--- src/hw/rtl/char_lcd_nibble_write_sequencer_defines.svh ---
// ----------------------------------------------------------------------------
// Assertion macros shared by the character LCD write sequencer.
// ----------------------------------------------------------------------------
`ifndef CHAR_LCD_NIBBLE_WRITE_SEQUENCER_DEFINES_SVH
`define CHAR_LCD_NIBBLE_WRITE_SEQUENCER_DEFINES_SVH

// Same-cycle implication, disabled while reset is high.
`define LCDNW_ASSERT_IMPL(label, clk, rst, ante, cons) \
   label: assert property (@(posedge clk) disable iff (rst) (ante) |-> (cons)) \
      else $error("lcdnw: implication check failed");

// Next-cycle implication, disabled while reset is high.
`define LCDNW_ASSERT_NEXT(label, clk, rst, ante, cons) \
   label: assert property (@(posedge clk) disable iff (rst) (ante) |=> (cons)) \
      else $error("lcdnw: next-cycle check failed");

`endif

--- src/hw/rtl/lcdnw_pkg.sv ---
`timescale 1ns / 1ps
// ----------------------------------------------------------------------------
// lcdnw_pkg
// Types, codes and timing constants of the character LCD write sequencer.
// ----------------------------------------------------------------------------
package lcdnw_pkg;

   localparam int QUEUE_DEPTH_DEF = 2;

   // request actions
   localparam logic [1:0] ACT_INIT = 2'd0;
   localparam logic [1:0] ACT_CMD  = 2'd1;
   localparam logic [1:0] ACT_CHAR = 2'd2;
   localparam logic [1:0] ACT_GOTO = 2'd3;

   localparam logic [1:0] ROW_ONE   = 2'd1;
   localparam logic [1:0] ROW_TWO   = 2'd2;
   localparam logic [7:0] ROW1_BASE = 8'h80;
   localparam logic [7:0] ROW2_BASE = 8'hC0;

   localparam logic [3:0] WAKE_NIB_A = 4'h3;
   localparam logic [3:0] WAKE_NIB_B = 4'h2;
   localparam logic [3:0] WAKE_NIB_C = 4'h0;

   // hold times in ms
   localparam logic [4:0] HOLD_POWER_UP = 5'd20;
   localparam logic [4:0] HOLD_WAKE     = 5'd5;
   localparam logic [4:0] HOLD_SHORT    = 5'd2;
   localparam logic [4:0] HOLD_SETTLE   = 5'd0;
   localparam logic [4:0] HOLD_CMD_GAP  = 5'd6;
   localparam logic [4:0] HOLD_CMD_END  = 5'd5;

   localparam logic [2:0] SUB_LAST = 3'd6;
   localparam logic [2:0] IDX_LAST = 3'd4;
   localparam logic [1:0] WAKE_LAST = 2'd2;

   typedef struct packed {
      logic       init;
      logic       rs;
      logic [7:0] data_byte;
   } job_type;

   typedef struct packed {
      logic    valid;
      job_type job;
   } queue_head_type;

   function automatic logic [7:0] init_cmd(input logic [2:0] idx);
      logic [7:0] cmd;
      case (idx)
         3'd0:    cmd = 8'h28;
         3'd1:    cmd = 8'h08;
         3'd2:    cmd = 8'h01;
         3'd3:    cmd = 8'h06;
         default: cmd = 8'h0C;
      endcase
      return cmd;
   endfunction

endpackage

--- src/hw/rtl/lcdnw_front.sv ---
`timescale 1ns / 1ps
// ----------------------------------------------------------------------------
// lcdnw_front
// Accepts requests, decodes the action and turns each one it keeps into one byte job.
// ----------------------------------------------------------------------------
module lcdnw_front import lcdnw_pkg::*; (
   input  logic        req_tvalid,
   output logic        req_tready,
   input  logic [23:0] req_tdata,   // value[7:0], row[9:8], column[17:10]
   input  logic [1:0]  req_tuser,   // action[1:0]
   input  logic        queue_full,
   output logic        push,
   output job_type     push_job
);

   logic [1:0] action;
   logic [7:0] value;
   logic [1:0] row;
   logic [7:0] column;
   logic       keep;
   logic [7:0] row_base;

   assign action = req_tuser;
   assign value  = req_tdata[7:0];
   assign row    = req_tdata[9:8];
   assign column = req_tdata[17:10];

   assign req_tready = !queue_full;

   always_comb begin
      row_base          = (row == ROW_TWO) ? ROW2_BASE : ROW1_BASE;
      keep              = 1'b1;
      push_job.init     = 1'b0;
      push_job.rs       = 1'b0;
      push_job.data_byte = value;
      case (action)
         ACT_INIT: begin
            push_job.init = 1'b1;
         end
         ACT_CMD: begin
            push_job.rs = 1'b0;
         end
         ACT_CHAR: begin
            push_job.rs = 1'b1;
         end
         ACT_GOTO: begin
            // drop gotos to rows that do not exist
            keep               = row inside {ROW_ONE, ROW_TWO};
            push_job.data_byte = 8'(row_base + column);
         end
         default: begin
            keep = 1'b0;
         end
      endcase
   end

   assign push = req_tvalid && req_tready && keep;

endmodule

--- src/hw/rtl/lcdnw_queue.sv ---
`timescale 1ns / 1ps
// ----------------------------------------------------------------------------
// lcdnw_queue
// Small job FIFO between the request decoder and the pin sequencer.
// ----------------------------------------------------------------------------
module lcdnw_queue import lcdnw_pkg::*; #(
   parameter int DEPTH = QUEUE_DEPTH_DEF
) (
   input  logic           clock,
   input  logic           reset,
   input  logic           push,
   input  job_type        push_job,
   output logic           full,
   input  logic           pop,
   output queue_head_type head
);

   localparam int PTR_W = (DEPTH > 1) ? $clog2(DEPTH) : 1;
   localparam int CNT_W = $clog2(DEPTH + 1);

   job_type            slot_ff [DEPTH];
   logic [PTR_W-1:0]   wr_ptr_ff, wr_ptr_in;
   logic [PTR_W-1:0]   rd_ptr_ff, rd_ptr_in;
   logic [CNT_W-1:0]   count_ff, count_in;

   always_comb begin
      wr_ptr_in = wr_ptr_ff;
      rd_ptr_in = rd_ptr_ff;
      if (push) begin
         wr_ptr_in = (wr_ptr_ff == PTR_W'(DEPTH - 1)) ? '0 : wr_ptr_ff + 1'b1;
      end
      if (pop) begin
         rd_ptr_in = (rd_ptr_ff == PTR_W'(DEPTH - 1)) ? '0 : rd_ptr_ff + 1'b1;
      end
      count_in = count_ff + CNT_W'(push) - CNT_W'(pop);
   end

   always_ff @(posedge clock) begin
      if (reset) begin
         wr_ptr_ff <= '0;
         rd_ptr_ff <= '0;
         count_ff  <= '0;
      end else begin
         wr_ptr_ff <= wr_ptr_in;
         rd_ptr_ff <= rd_ptr_in;
         count_ff  <= count_in;
      end
   end

   always_ff @(posedge clock) begin
      if (push) begin
         slot_ff[wr_ptr_ff] <= push_job;
      end
   end

   assign full       = (count_ff == CNT_W'(DEPTH));
   assign head.valid = (count_ff != '0);
   assign head.job   = slot_ff[rd_ptr_ff];

endmodule

--- src/hw/rtl/lcdnw_back.sv ---
`timescale 1ns / 1ps
// ----------------------------------------------------------------------------
// lcdnw_back
// Pin sequencer: expands each job into pin snapshots, one per cycle while rsp is not stalled.
// ----------------------------------------------------------------------------
`include "char_lcd_nibble_write_sequencer_defines.svh"

module lcdnw_back import lcdnw_pkg::*; (
   input  logic           clock,
   input  logic           reset,
   input  queue_head_type head,
   output logic           pop,
   output logic           rsp_tvalid,
   input  logic           rsp_tready,
   output logic [15:0]    rsp_tdata,   // data_nibble[3:0], enable[4], hold_ms[9:5]
   output logic           rsp_tuser,   // reg_select
   output logic           rsp_tlast    // last
);

   localparam logic [1:0] PH_IDLE = 2'd0;
   localparam logic [1:0] PH_WAKE = 2'd1;
   localparam logic [1:0] PH_BYTE = 2'd2;

   logic [1:0] phase_ff, phase_in;
   logic       init_ff, init_in;
   logic       rs_ff, rs_in;
   logic [7:0] byte_ff, byte_in;
   logic [1:0] wake_ff, wake_in;
   logic [2:0] idx_ff, idx_in;
   logic [2:0] sub_ff, sub_in;

   logic [3:0] pin_nib_ff, pin_nib_in;
   logic       pin_rs_ff, pin_rs_in;
   logic       pin_en_ff, pin_en_in;

   logic       out_valid_ff, out_valid_in;
   logic [3:0] out_nib_ff;
   logic       out_rs_ff;
   logic       out_en_ff;
   logic [4:0] out_hold_ff;
   logic       out_last_ff;

   logic       adv;
   logic       last_run;
   logic       run_done;
   logic [7:0] cur_byte;
   logic [3:0] snap_nib;
   logic       snap_rs;
   logic       snap_en;
   logic [4:0] snap_hold;

   assign adv      = (phase_ff != PH_IDLE) && (!out_valid_ff || rsp_tready);
   assign cur_byte = init_ff ? init_cmd(idx_ff) : byte_ff;
   assign last_run = (phase_ff == PH_BYTE) && (sub_ff == SUB_LAST)
                     && (!init_ff || idx_ff == IDX_LAST);
   assign run_done = adv && last_run;
   assign pop      = head.valid && ((phase_ff == PH_IDLE) || run_done);

   // snapshot for the current step, and the pin levels left behind
   always_comb begin
      snap_nib   = pin_nib_ff;
      snap_rs    = pin_rs_ff;
      snap_en    = pin_en_ff;
      snap_hold  = HOLD_SETTLE;
      pin_nib_in = pin_nib_ff;
      case (phase_ff)
         PH_WAKE: begin
            case (wake_ff)
               2'd0: begin
                  snap_hold = HOLD_POWER_UP;
               end
               2'd1: begin
                  snap_nib  = WAKE_NIB_A;
                  snap_rs   = 1'b0;
                  snap_hold = HOLD_WAKE;
               end
               default: begin
                  snap_nib  = WAKE_NIB_B;
                  snap_rs   = 1'b0;
                  snap_hold = HOLD_WAKE;
               end
            endcase
            pin_nib_in = (wake_ff == WAKE_LAST) ? WAKE_NIB_C : snap_nib;
         end
         PH_BYTE: begin
            snap_rs = rs_ff;
            case (sub_ff)
               3'd0: begin
                  snap_en   = 1'b0;
                  snap_hold = HOLD_SHORT;
               end
               3'd1: begin
                  snap_nib  = cur_byte[7:4];
                  snap_en   = 1'b0;
                  snap_hold = HOLD_SETTLE;
               end
               3'd2: begin
                  snap_nib  = cur_byte[7:4];
                  snap_en   = 1'b1;
                  snap_hold = HOLD_SHORT;
               end
               3'd3: begin
                  snap_nib  = cur_byte[7:4];
                  snap_en   = 1'b0;
                  snap_hold = rs_ff ? HOLD_SHORT : HOLD_CMD_GAP;
               end
               3'd4: begin
                  snap_nib  = cur_byte[3:0];
                  snap_en   = 1'b0;
                  snap_hold = rs_ff ? HOLD_SHORT : HOLD_SETTLE;
               end
               3'd5: begin
                  snap_nib  = cur_byte[3:0];
                  snap_en   = 1'b1;
                  snap_hold = HOLD_SHORT;
               end
               default: begin
                  snap_nib  = cur_byte[3:0];
                  snap_en   = 1'b0;
                  snap_hold = rs_ff ? HOLD_SHORT : HOLD_CMD_END;
               end
            endcase
            pin_nib_in = snap_nib;
         end
         default: begin
            pin_nib_in = pin_nib_ff;
         end
      endcase
      pin_rs_in = snap_rs;
      pin_en_in = snap_en;
   end

   // step sequencer
   always_comb begin
      phase_in = phase_ff;
      init_in  = init_ff;
      rs_in    = rs_ff;
      byte_in  = byte_ff;
      wake_in  = wake_ff;
      idx_in   = idx_ff;
      sub_in   = sub_ff;
      if (pop) begin
         init_in  = head.job.init;
         rs_in    = head.job.rs;
         byte_in  = head.job.data_byte;
         phase_in = head.job.init ? PH_WAKE : PH_BYTE;
         wake_in  = '0;
         idx_in   = '0;
         sub_in   = '0;
      end else if (run_done) begin
         phase_in = PH_IDLE;
      end else if (adv) begin
         if (phase_ff == PH_WAKE) begin
            if (wake_ff == WAKE_LAST) begin
               phase_in = PH_BYTE;
            end else begin
               wake_in = wake_ff + 1'b1;
            end
         end else if (sub_ff == SUB_LAST) begin
            // advance to the next init command
            idx_in = idx_ff + 1'b1;
            sub_in = '0;
         end else begin
            sub_in = sub_ff + 1'b1;
         end
      end
   end

   always_comb begin
      out_valid_in = out_valid_ff;
      if (adv) begin
         out_valid_in = 1'b1;
      end else if (rsp_tready) begin
         out_valid_in = 1'b0;
      end
   end

   always_ff @(posedge clock) begin
      if (reset) begin
         phase_ff     <= PH_IDLE;
         out_valid_ff <= 1'b0;
         pin_nib_ff   <= '0;
         pin_rs_ff    <= 1'b0;
         pin_en_ff    <= 1'b0;
      end else begin
         phase_ff     <= phase_in;
         out_valid_ff <= out_valid_in;
         if (adv) begin
            pin_nib_ff <= pin_nib_in;
            pin_rs_ff  <= pin_rs_in;
            pin_en_ff  <= pin_en_in;
         end
      end
   end

   always_ff @(posedge clock) begin
      init_ff <= init_in;
      rs_ff   <= rs_in;
      byte_ff <= byte_in;
      wake_ff <= wake_in;
      idx_ff  <= idx_in;
      sub_ff  <= sub_in;
      if (adv) begin
         out_nib_ff  <= snap_nib;
         out_rs_ff   <= snap_rs;
         out_en_ff   <= snap_en;
         out_hold_ff <= snap_hold;
         out_last_ff <= last_run;
      end
   end

   assign rsp_tvalid = out_valid_ff;
   assign rsp_tdata  = {6'd0, out_hold_ff, out_en_ff, out_nib_ff};
   assign rsp_tuser  = out_rs_ff;
   assign rsp_tlast  = out_last_ff;

   `LCDNW_ASSERT_IMPL(a_strobe_hold, clock, reset, out_valid_ff && out_en_ff, out_hold_ff == HOLD_SHORT)
   `LCDNW_ASSERT_IMPL(a_last_strobe_low, clock, reset, out_valid_ff && out_last_ff, !out_en_ff)
   `LCDNW_ASSERT_NEXT(a_pop_starts_run, clock, reset, pop, phase_ff != PH_IDLE)
   `LCDNW_ASSERT_IMPL(a_step_range, clock, reset, phase_ff == PH_BYTE, (sub_ff <= SUB_LAST) && (idx_ff <= IDX_LAST))

endmodule

--- src/hw/rtl/char_lcd_nibble_write_sequencer.sv ---
`timescale 1ns / 1ps
// ----------------------------------------------------------------------------
// char_lcd_nibble_write_sequencer
// 4-bit character LCD pin sequencer: requests in, pin snapshots out.
// ----------------------------------------------------------------------------
// Each request (init, command byte, character byte, cursor goto) becomes a run
// of pin snapshots on the rsp channel, one per cycle while rsp_tready is high,
// with rsp_tlast on the final one. Command, character and goto requests give
// 7 snapshots each, and init gives 38 snapshots.
// Gotos to rows other than 1 and 2 are accepted and produce nothing. The pin
// sequencer emits one snapshot per cycle while the rsp channel is not stalled
// and starts the next queued request right after the last snapshot of the
// current one; when it is idle, an accepted request is written into the queue,
// then taken from it into the step registers, and its first snapshot is then
// loaded into the output register. A request queue of QUEUE_DEPTH entries lets
// requests be accepted while a run is still in progress.
module char_lcd_nibble_write_sequencer import lcdnw_pkg::*; #(
   parameter int QUEUE_DEPTH = QUEUE_DEPTH_DEF
) (
   input  logic        clock,
   input  logic        reset,
   input  logic        req_tvalid,
   output logic        req_tready,
   input  logic [23:0] req_tdata,   // value[7:0], row[9:8], column[17:10]
   input  logic [1:0]  req_tuser,   // action[1:0]
   output logic        rsp_tvalid,
   input  logic        rsp_tready,
   output logic [15:0] rsp_tdata,   // data_nibble[3:0], enable[4], hold_ms[9:5]
   output logic        rsp_tuser,   // reg_select
   output logic        rsp_tlast    // last
);

   logic           queue_full;
   logic           push;
   job_type        push_job;
   logic           pop;
   queue_head_type head;

   lcdnw_front u_front (
      .req_tvalid (req_tvalid),
      .req_tready (req_tready),
      .req_tdata  (req_tdata),
      .req_tuser  (req_tuser),
      .queue_full (queue_full),
      .push       (push),
      .push_job   (push_job)
   );

   lcdnw_queue #(
      .DEPTH (QUEUE_DEPTH)
   ) u_queue (
      .clock    (clock),
      .reset    (reset),
      .push     (push),
      .push_job (push_job),
      .full     (queue_full),
      .pop      (pop),
      .head     (head)
   );

   lcdnw_back u_back (
      .clock      (clock),
      .reset      (reset),
      .head       (head),
      .pop        (pop),
      .rsp_tvalid (rsp_tvalid),
      .rsp_tready (rsp_tready),
      .rsp_tdata  (rsp_tdata),
      .rsp_tuser  (rsp_tuser),
      .rsp_tlast  (rsp_tlast)
   );

endmodule

--- config.mk ---
export PLATFORM = sky130hd
export DESIGN_NAME = char_lcd_nibble_write_sequencer
export DESIGN_NICKNAME = d
export VERILOG_FILES = /design/src/hw/rtl/lcdnw_pkg.sv /design/src/hw/rtl/lcdnw_front.sv /design/src/hw/rtl/lcdnw_queue.sv /design/src/hw/rtl/lcdnw_back.sv /design/src/hw/rtl/char_lcd_nibble_write_sequencer.sv
export VERILOG_INCLUDE_DIRS = /design/src /design/src/hw/rtl
export SDC_FILE = /design/constraint.sdc
export NUM_CORES = 1
export LEC_CHECK = 0
export ABC_AREA = 1
export BUFFER_PORTS_ARGS = -buffer_cell sky130_fd_sc_hd__buf_2
export CORE_MARGIN = 2
export CORE_UTILIZATION = 38
export DETAILED_ROUTE_END_ITERATION = 8
export SKIP_LAST_GASP = 1
export SLEW_MARGIN = 15
export SYNTH_ARGS = -nofsm -noshare
export SYNTH_HDL_FRONTEND = slang
export SYNTH_SLANG_ARGS = --single-unit
--- constraint.sdc ---
create_clock -name clock -period 5.5 [get_ports clock]
set_clock_uncertainty 0.2 [all_clocks]
set_input_delay 1.1 -clock clock [delete_from_list [all_inputs] [get_ports clock]]
set_output_delay 1.1 -clock clock [all_outputs]
set_load 0.02 [all_outputs]
Word level (Yosys, flattened, before mapping)
Memory sizes are Yosys's and may differ from the RTL's. A register that Yosys moved wholly into a read port is not among the register bits.
Index checks and enable logic that the tools add are counted.
{ "totals": {"reg_bits": 43, "latch_bits": 0, "ram_bits": 20, "rom_bits": 0, "in_bits": 30, "wordCells": 121, "n_memories": 1} }
{ "memory_table": {"columns": ["name", "words", "word_bits", "read_ports", "rd_clocked_by_memory_dff", "wr", "line_no", "source"], "rows": [
  ["u_queue.slot_ff", 2, 10, 1, 1, 1, "lcdnw_queue.sv:21", "job_type slot_ff [DEPTH];"]
]} }
{ "op_classes": {"addsub": 8, "multipliers": 0, "div": 0, "magnitude_cmp": 0, "n_eq_ne": 19, "shifts": 0, "n_mux": 37, "n_bitwise": 3, "reduce_logical": 34} }
{ "op_table": {"columns": ["operator", "n"], "rows": [
  ["$pmux W4 S2", 4],
  ["$pmux W6 S4", 1],
  ["$pmux W5 S4", 1],
  ["$mux W8", 2],
  ["$mux W1", 14],
  ["$mux W2", 7],
  ["$eq A2 B2 Y1 const B", 6],
  ["$eq A3 B2 Y1 const B", 4],
  ["$eq A3 B3 Y1 const B", 4],
  ["$pmux W5 S2", 1],
  ["$reduce_bool A2 Y1", 5],
  ["$mux W3", 3],
  ["$reduce_bool A3 Y1", 3],
  ["$add A8 B8 Y8", 1],
  ["$reduce_and A4 Y1", 2],
  ["$logic_and A1 B1 Y1", 7],
  ["$mux W7", 1],
  ["$add A3 B1 Y3 const B", 2],
  ["$eq A2 B1 Y1 const B", 3],
  ["$eq A3 B1 Y1 const B", 2],
  ["$logic_not A2 Y1", 3],
  ["$logic_not A3 Y1", 2],
  ["$reduce_and A3 Y1", 2],
  ["$reduce_or A3 Y1", 2],
  ["12 further kinds", 19]
]} }

Logic depth before layout (Yosys ltp)
{ "depth": {"word_depth": 8, "ltp_mapped": 13} }

Hierarchy
Synthesis repeated with hierarchy kept, for this count alone.
{ "unflattened": {"cells_unflattened": 346, "hier_area_um2": 3219.3} }
{ "modules_own_cells": {"columns": ["mod", "n_inst", "cells_per_inst", "area_per_inst_um2", "seq_area_each_um2"], "rows": [
  ["lcdnw_back", 1, 242, 2037.0, 970.9],
  ["lcdnw_queue", 1, 62, 985.9, 700.7],
  ["lcdnw_front", 1, 42, 196.4, 0.0]
]} }

Least setup slack after synthesis
OpenSTA, ideal clock, no wires.
{ "synth_timing": {"path_type": "input to register", "from": "input req_tdata[8]", "to": "memory u_queue.slot_ff[1][0] (netlist name) (enable)", "arrival_time_ns": 2.080, "path_slack_ns": 2.842, "cell_stages": 5, "path_buffers": 0, "cell_sequence": "inv_1 > ha_1 > nand3_1 > nand3_1 > nor2_1"} }
{ "synth_via": {"elab_chain_cells": 6, "elab_cells_between_ends": 7, "classes_between": "2 x eq/ne; 3 x mux; 2 x reduce/logical"} }
{ "synth_rtl": {"columns": ["element", "line_no", "source"], "rows": [
  ["start, declared", "char_lcd_nibble_write_sequencer.sv:24", "input logic [23:0] req_tdata,"],
  ["$eq A2 B1 Y1 or $eq A2 B2 Y1 (tied branches)", "lcdnw_front.sv:48", "keep = row inside {ROW_ONE, ROW_TWO};"],
  ["$reduce_bool A2 Y1 (*)", "lcdnw_front.sv:48", null],
  ["$mux W1 (*)", "lcdnw_front.sv:36", "case (action)"],
  ["$logic_and A1 B1 Y1 (*)", "lcdnw_front.sv:57", "assign push = req_tvalid && req_tready && keep;"],
  ["$mux W1 (*)", "lcdnw_queue.sv:51", "if (push) begin"],
  ["$mux W1 (not written as such) (*)", "lcdnw_queue.sv:52", "slot_ff[wr_ptr_ff] <= push_job;"],
  ["end, declared", "lcdnw_queue.sv:21", null]
]} }
Every way passes the cells marked *; elsewhere a longest branch is shown, timed or not.

Worst setup path in the final report
{ "layout_timing": {"from": "input req_tdata[8]", "to": "memory u_queue.slot_ff[1][2] (netlist name) (enable)"} }
The elaborated chain is that of the path after synthesis.

==> impl_metrics.ini <==
[grt]
grt.total_usage_pct = 13.3
grt_antenna_before_repair = 0
grt_pass1_vias = 1890
grt_pass1_wl_mm = 8.94
grt_max_degree = 19
grt_overflow_total = 0

[placement]
place_inst = 440
io_buffers = 36
gp_congestion = 0.852
postPlaceCellArea_um2 = 3370
dpl.hpwl_mm = 4.05
pre_cts_slack_ns = 2.48

[power_and_ir_drop]
internal_power_uw = 930
p_seq_share_pct = 45.1
p_comb_share_pct = 22.5
ir_drop_mv = 0.194
p_clk_share_pct = 32.4
power_density_nw_per_um2 = 377
swShare_pct = 31.2
total_power_mw = 1.35
p_switching_uw = 422
leakage_nw = 1.50

[floorplan]
die_h_um = 94.5
die_area_um2 = 8920
ios = 50
start_util_pct = 39.8
fp-row-count = 32
fp.coreArea_um2 = 7810
die_w_um = 94.5

[yosys]
synthTopCellsByArea = edfxtp_1 (40%), dfxtp_1 (14%), mux2_2 (6.2%), ha_1 (5.6%), inv_1 (4.9%)
synthesis.area_um2 = 3110
ys_ff_latch = 63
yosysSeqAreaShare_pct = 53.8
syn_avg_cell_area_um2 = 10.1
synth_top_area_share_pct = 39.6
yosysTopAreaCell = edfxtp_1
yosys_warnings = 0
postSynthCellCount = 307
synth_cell_type_count = 38

[timing]
setup_violations = 0
clock.fmax_mhz = 383
setup-tns-final_ns = 0
finalWorstSetupSlack_ns = 2.89
finalHoldViolCount = 0
max_slew_margin_pct = 39.1
worst_slew_pin_slew_ns = 0.910
fin_crit_ns = 2.61
rsz0062_at_grt = false
final-max-slew-violation-count = 0
final.hold.worst_slack_ns = 0.266
finalCritPeriodShare_pct = 47.5

[final_layout]
seqCellArea_um2 = 1670
stdcell_count = 456
final_area_um2 = 3590
area_growth_pct = 15.3
fin_util_pct = 45.9
diodes = 0
drive_gt1_share_pct = 25.4
multi_input_area_um2 = 1200
nNetsFinal = 393
layout_common_cells = inv_1 (41), edfxtp_1 (41), nand2_1 (39)
fillers = 735

[route]
wirelength_mm = 5.41
vias = 2150
wl_per_cell_um = 11.9
ant_nets = 0
drt-pass1-iter-count = 4
via_per_inst = 4.71
drc_errors = 0
drt-initial-drc-count = 98

[setup_path]
path_max_fanout = 11
ff2ff_path_depth = 12
cp.arrival_ns = 2.38
end_kind = flip-flop
required_ns = 5.27
crit_type = in2reg
r2r_setup_slack_ns = 3.22
crit_path_start_kind = input pin

[min_path]
min_path_type = reg2reg
whs_path_depth = 2

[cts]
clk_path_buf_depth = 2
cts-buffers-inserted = 9
clkSinkCount = 63
cts_setup_buffers = 0
cts-root-buf = clkbuf_8
cts_resized = 0
insertion_delay_ns = 0.34
clk_pin_slew_ns = 0.07
cts_tree = done
cts_max_level = 3
hold_buffers = 0

[run_status]
status = finished, final reports clean

[job]
cap_viol_max_count = 0
worst paths after layout:
kind / from / end
max reg2reg: u_back.phase_ff[0] / u_queue.count_ff[1]
min: u_back.pin_rs_ff / u_back.pin_rs_ff
min reg2reg: u_back.pin_rs_ff / u_back.pin_rs_ff
max: req_tdata[8] / u_queue.slot_ff[1][2]
final cells by class:
cell class	count	share of cell area [%]
repair buffers	36	5.02
clock buffers	9	3.45
multi-input cells	192	33.6
inverters	47	5.06
flip-flops and latches	63	46.6
well taps	102	3.56
clock inverters	7	2.69
power groups by stage:
stage | clock (mW) | sequential (mW) | combinational, mW
finish | 0.438 | 0.610 | 0.304
CTS | 0.451 | 0.610 | 0.304
detailed placement | 0 | 0.620 | 0.302
global route | 0.471 | 0.619 | 0.343
global placement | 0 | 0.619 | 0.297
floorplan | 0 | 0.612 | 0.239
metal layers:
| layer | part of all wire (%) | global-route usage, % |
|---|---|---|
| met2 | 47 | 21.3 |
| met1 | 47 | 16.6 |
| met5 | 0 | 0 |
| met4 | 0.54 | 5.43 |
| met3 | 5.6 | 4.55 |
state kept, by name, indices dropped and copies added (netlist names), 2 cells and up, named ones only:
register / flops
u_queue.count_ff: 2
u_back.phase_ff: 2
u_back.pin_nib_ff: 4
u_back.idx_ff: 3
u_back.sub_ff: 3
u_back.out_nib_ff: 4
u_back.wake_ff: 2
u_back.out_hold_ff: 4
u_queue.slot_ff: 20
u_back.byte_ff: 8
synthesized netlist by cell type:
master,n
edfxtp_1,41
inv_1,41
nand2_1,39
a21oi_1,25
nor2_1,25
dfxtp_1,22
o21ai_0,18
mux2_2,17
ha_1,14
nand3_1,10
buf_4,8
nand2_2,4
o211ai_1,4
inv_2,3
nand4_1,3
o22ai_1,3
a21oi_2,2
a31oi_1,2
buf_2,2
inv_4,2
nand2_4,2
nand3_2,2
nor2_4,2
o21ai_1,2
a2111oi_0,1
a211oi_1,1
a22o_1,1
clkbuf_1,1
clkinv_1,1
conb_1,1
nand2_8,1
nand3_4,1
nor3_1,1
o2111ai_1,1
o21ai_2,1
o221ai_1,1
or2_2,1
xor2_1,1
critical path: stages:
cell,delay (ns)
buf_2,0.07
inv_1,0.03
ha_1,0.28
nand3_1,0.08
nand3_1,0.11
nor2_1,0.71
cells by family (layout without fill, tap and decap cells):
kind of cell	count (synthesis)	after routing	share of synthesized area [%]
XOR/XNOR	1	1	0.282
multiplexers	17	17	6.16
AO/OA/AOI/OAI	62	62	11.4
adder cells (fa/ha/maj)	14	14	5.63
AND/OR/NAND/NOR	91	91	14.4
buffers and inverters	58	99	8.21
other	1	7	0.121
flip-flops	63	63	53.8
(Power assumes the default switching activity.)
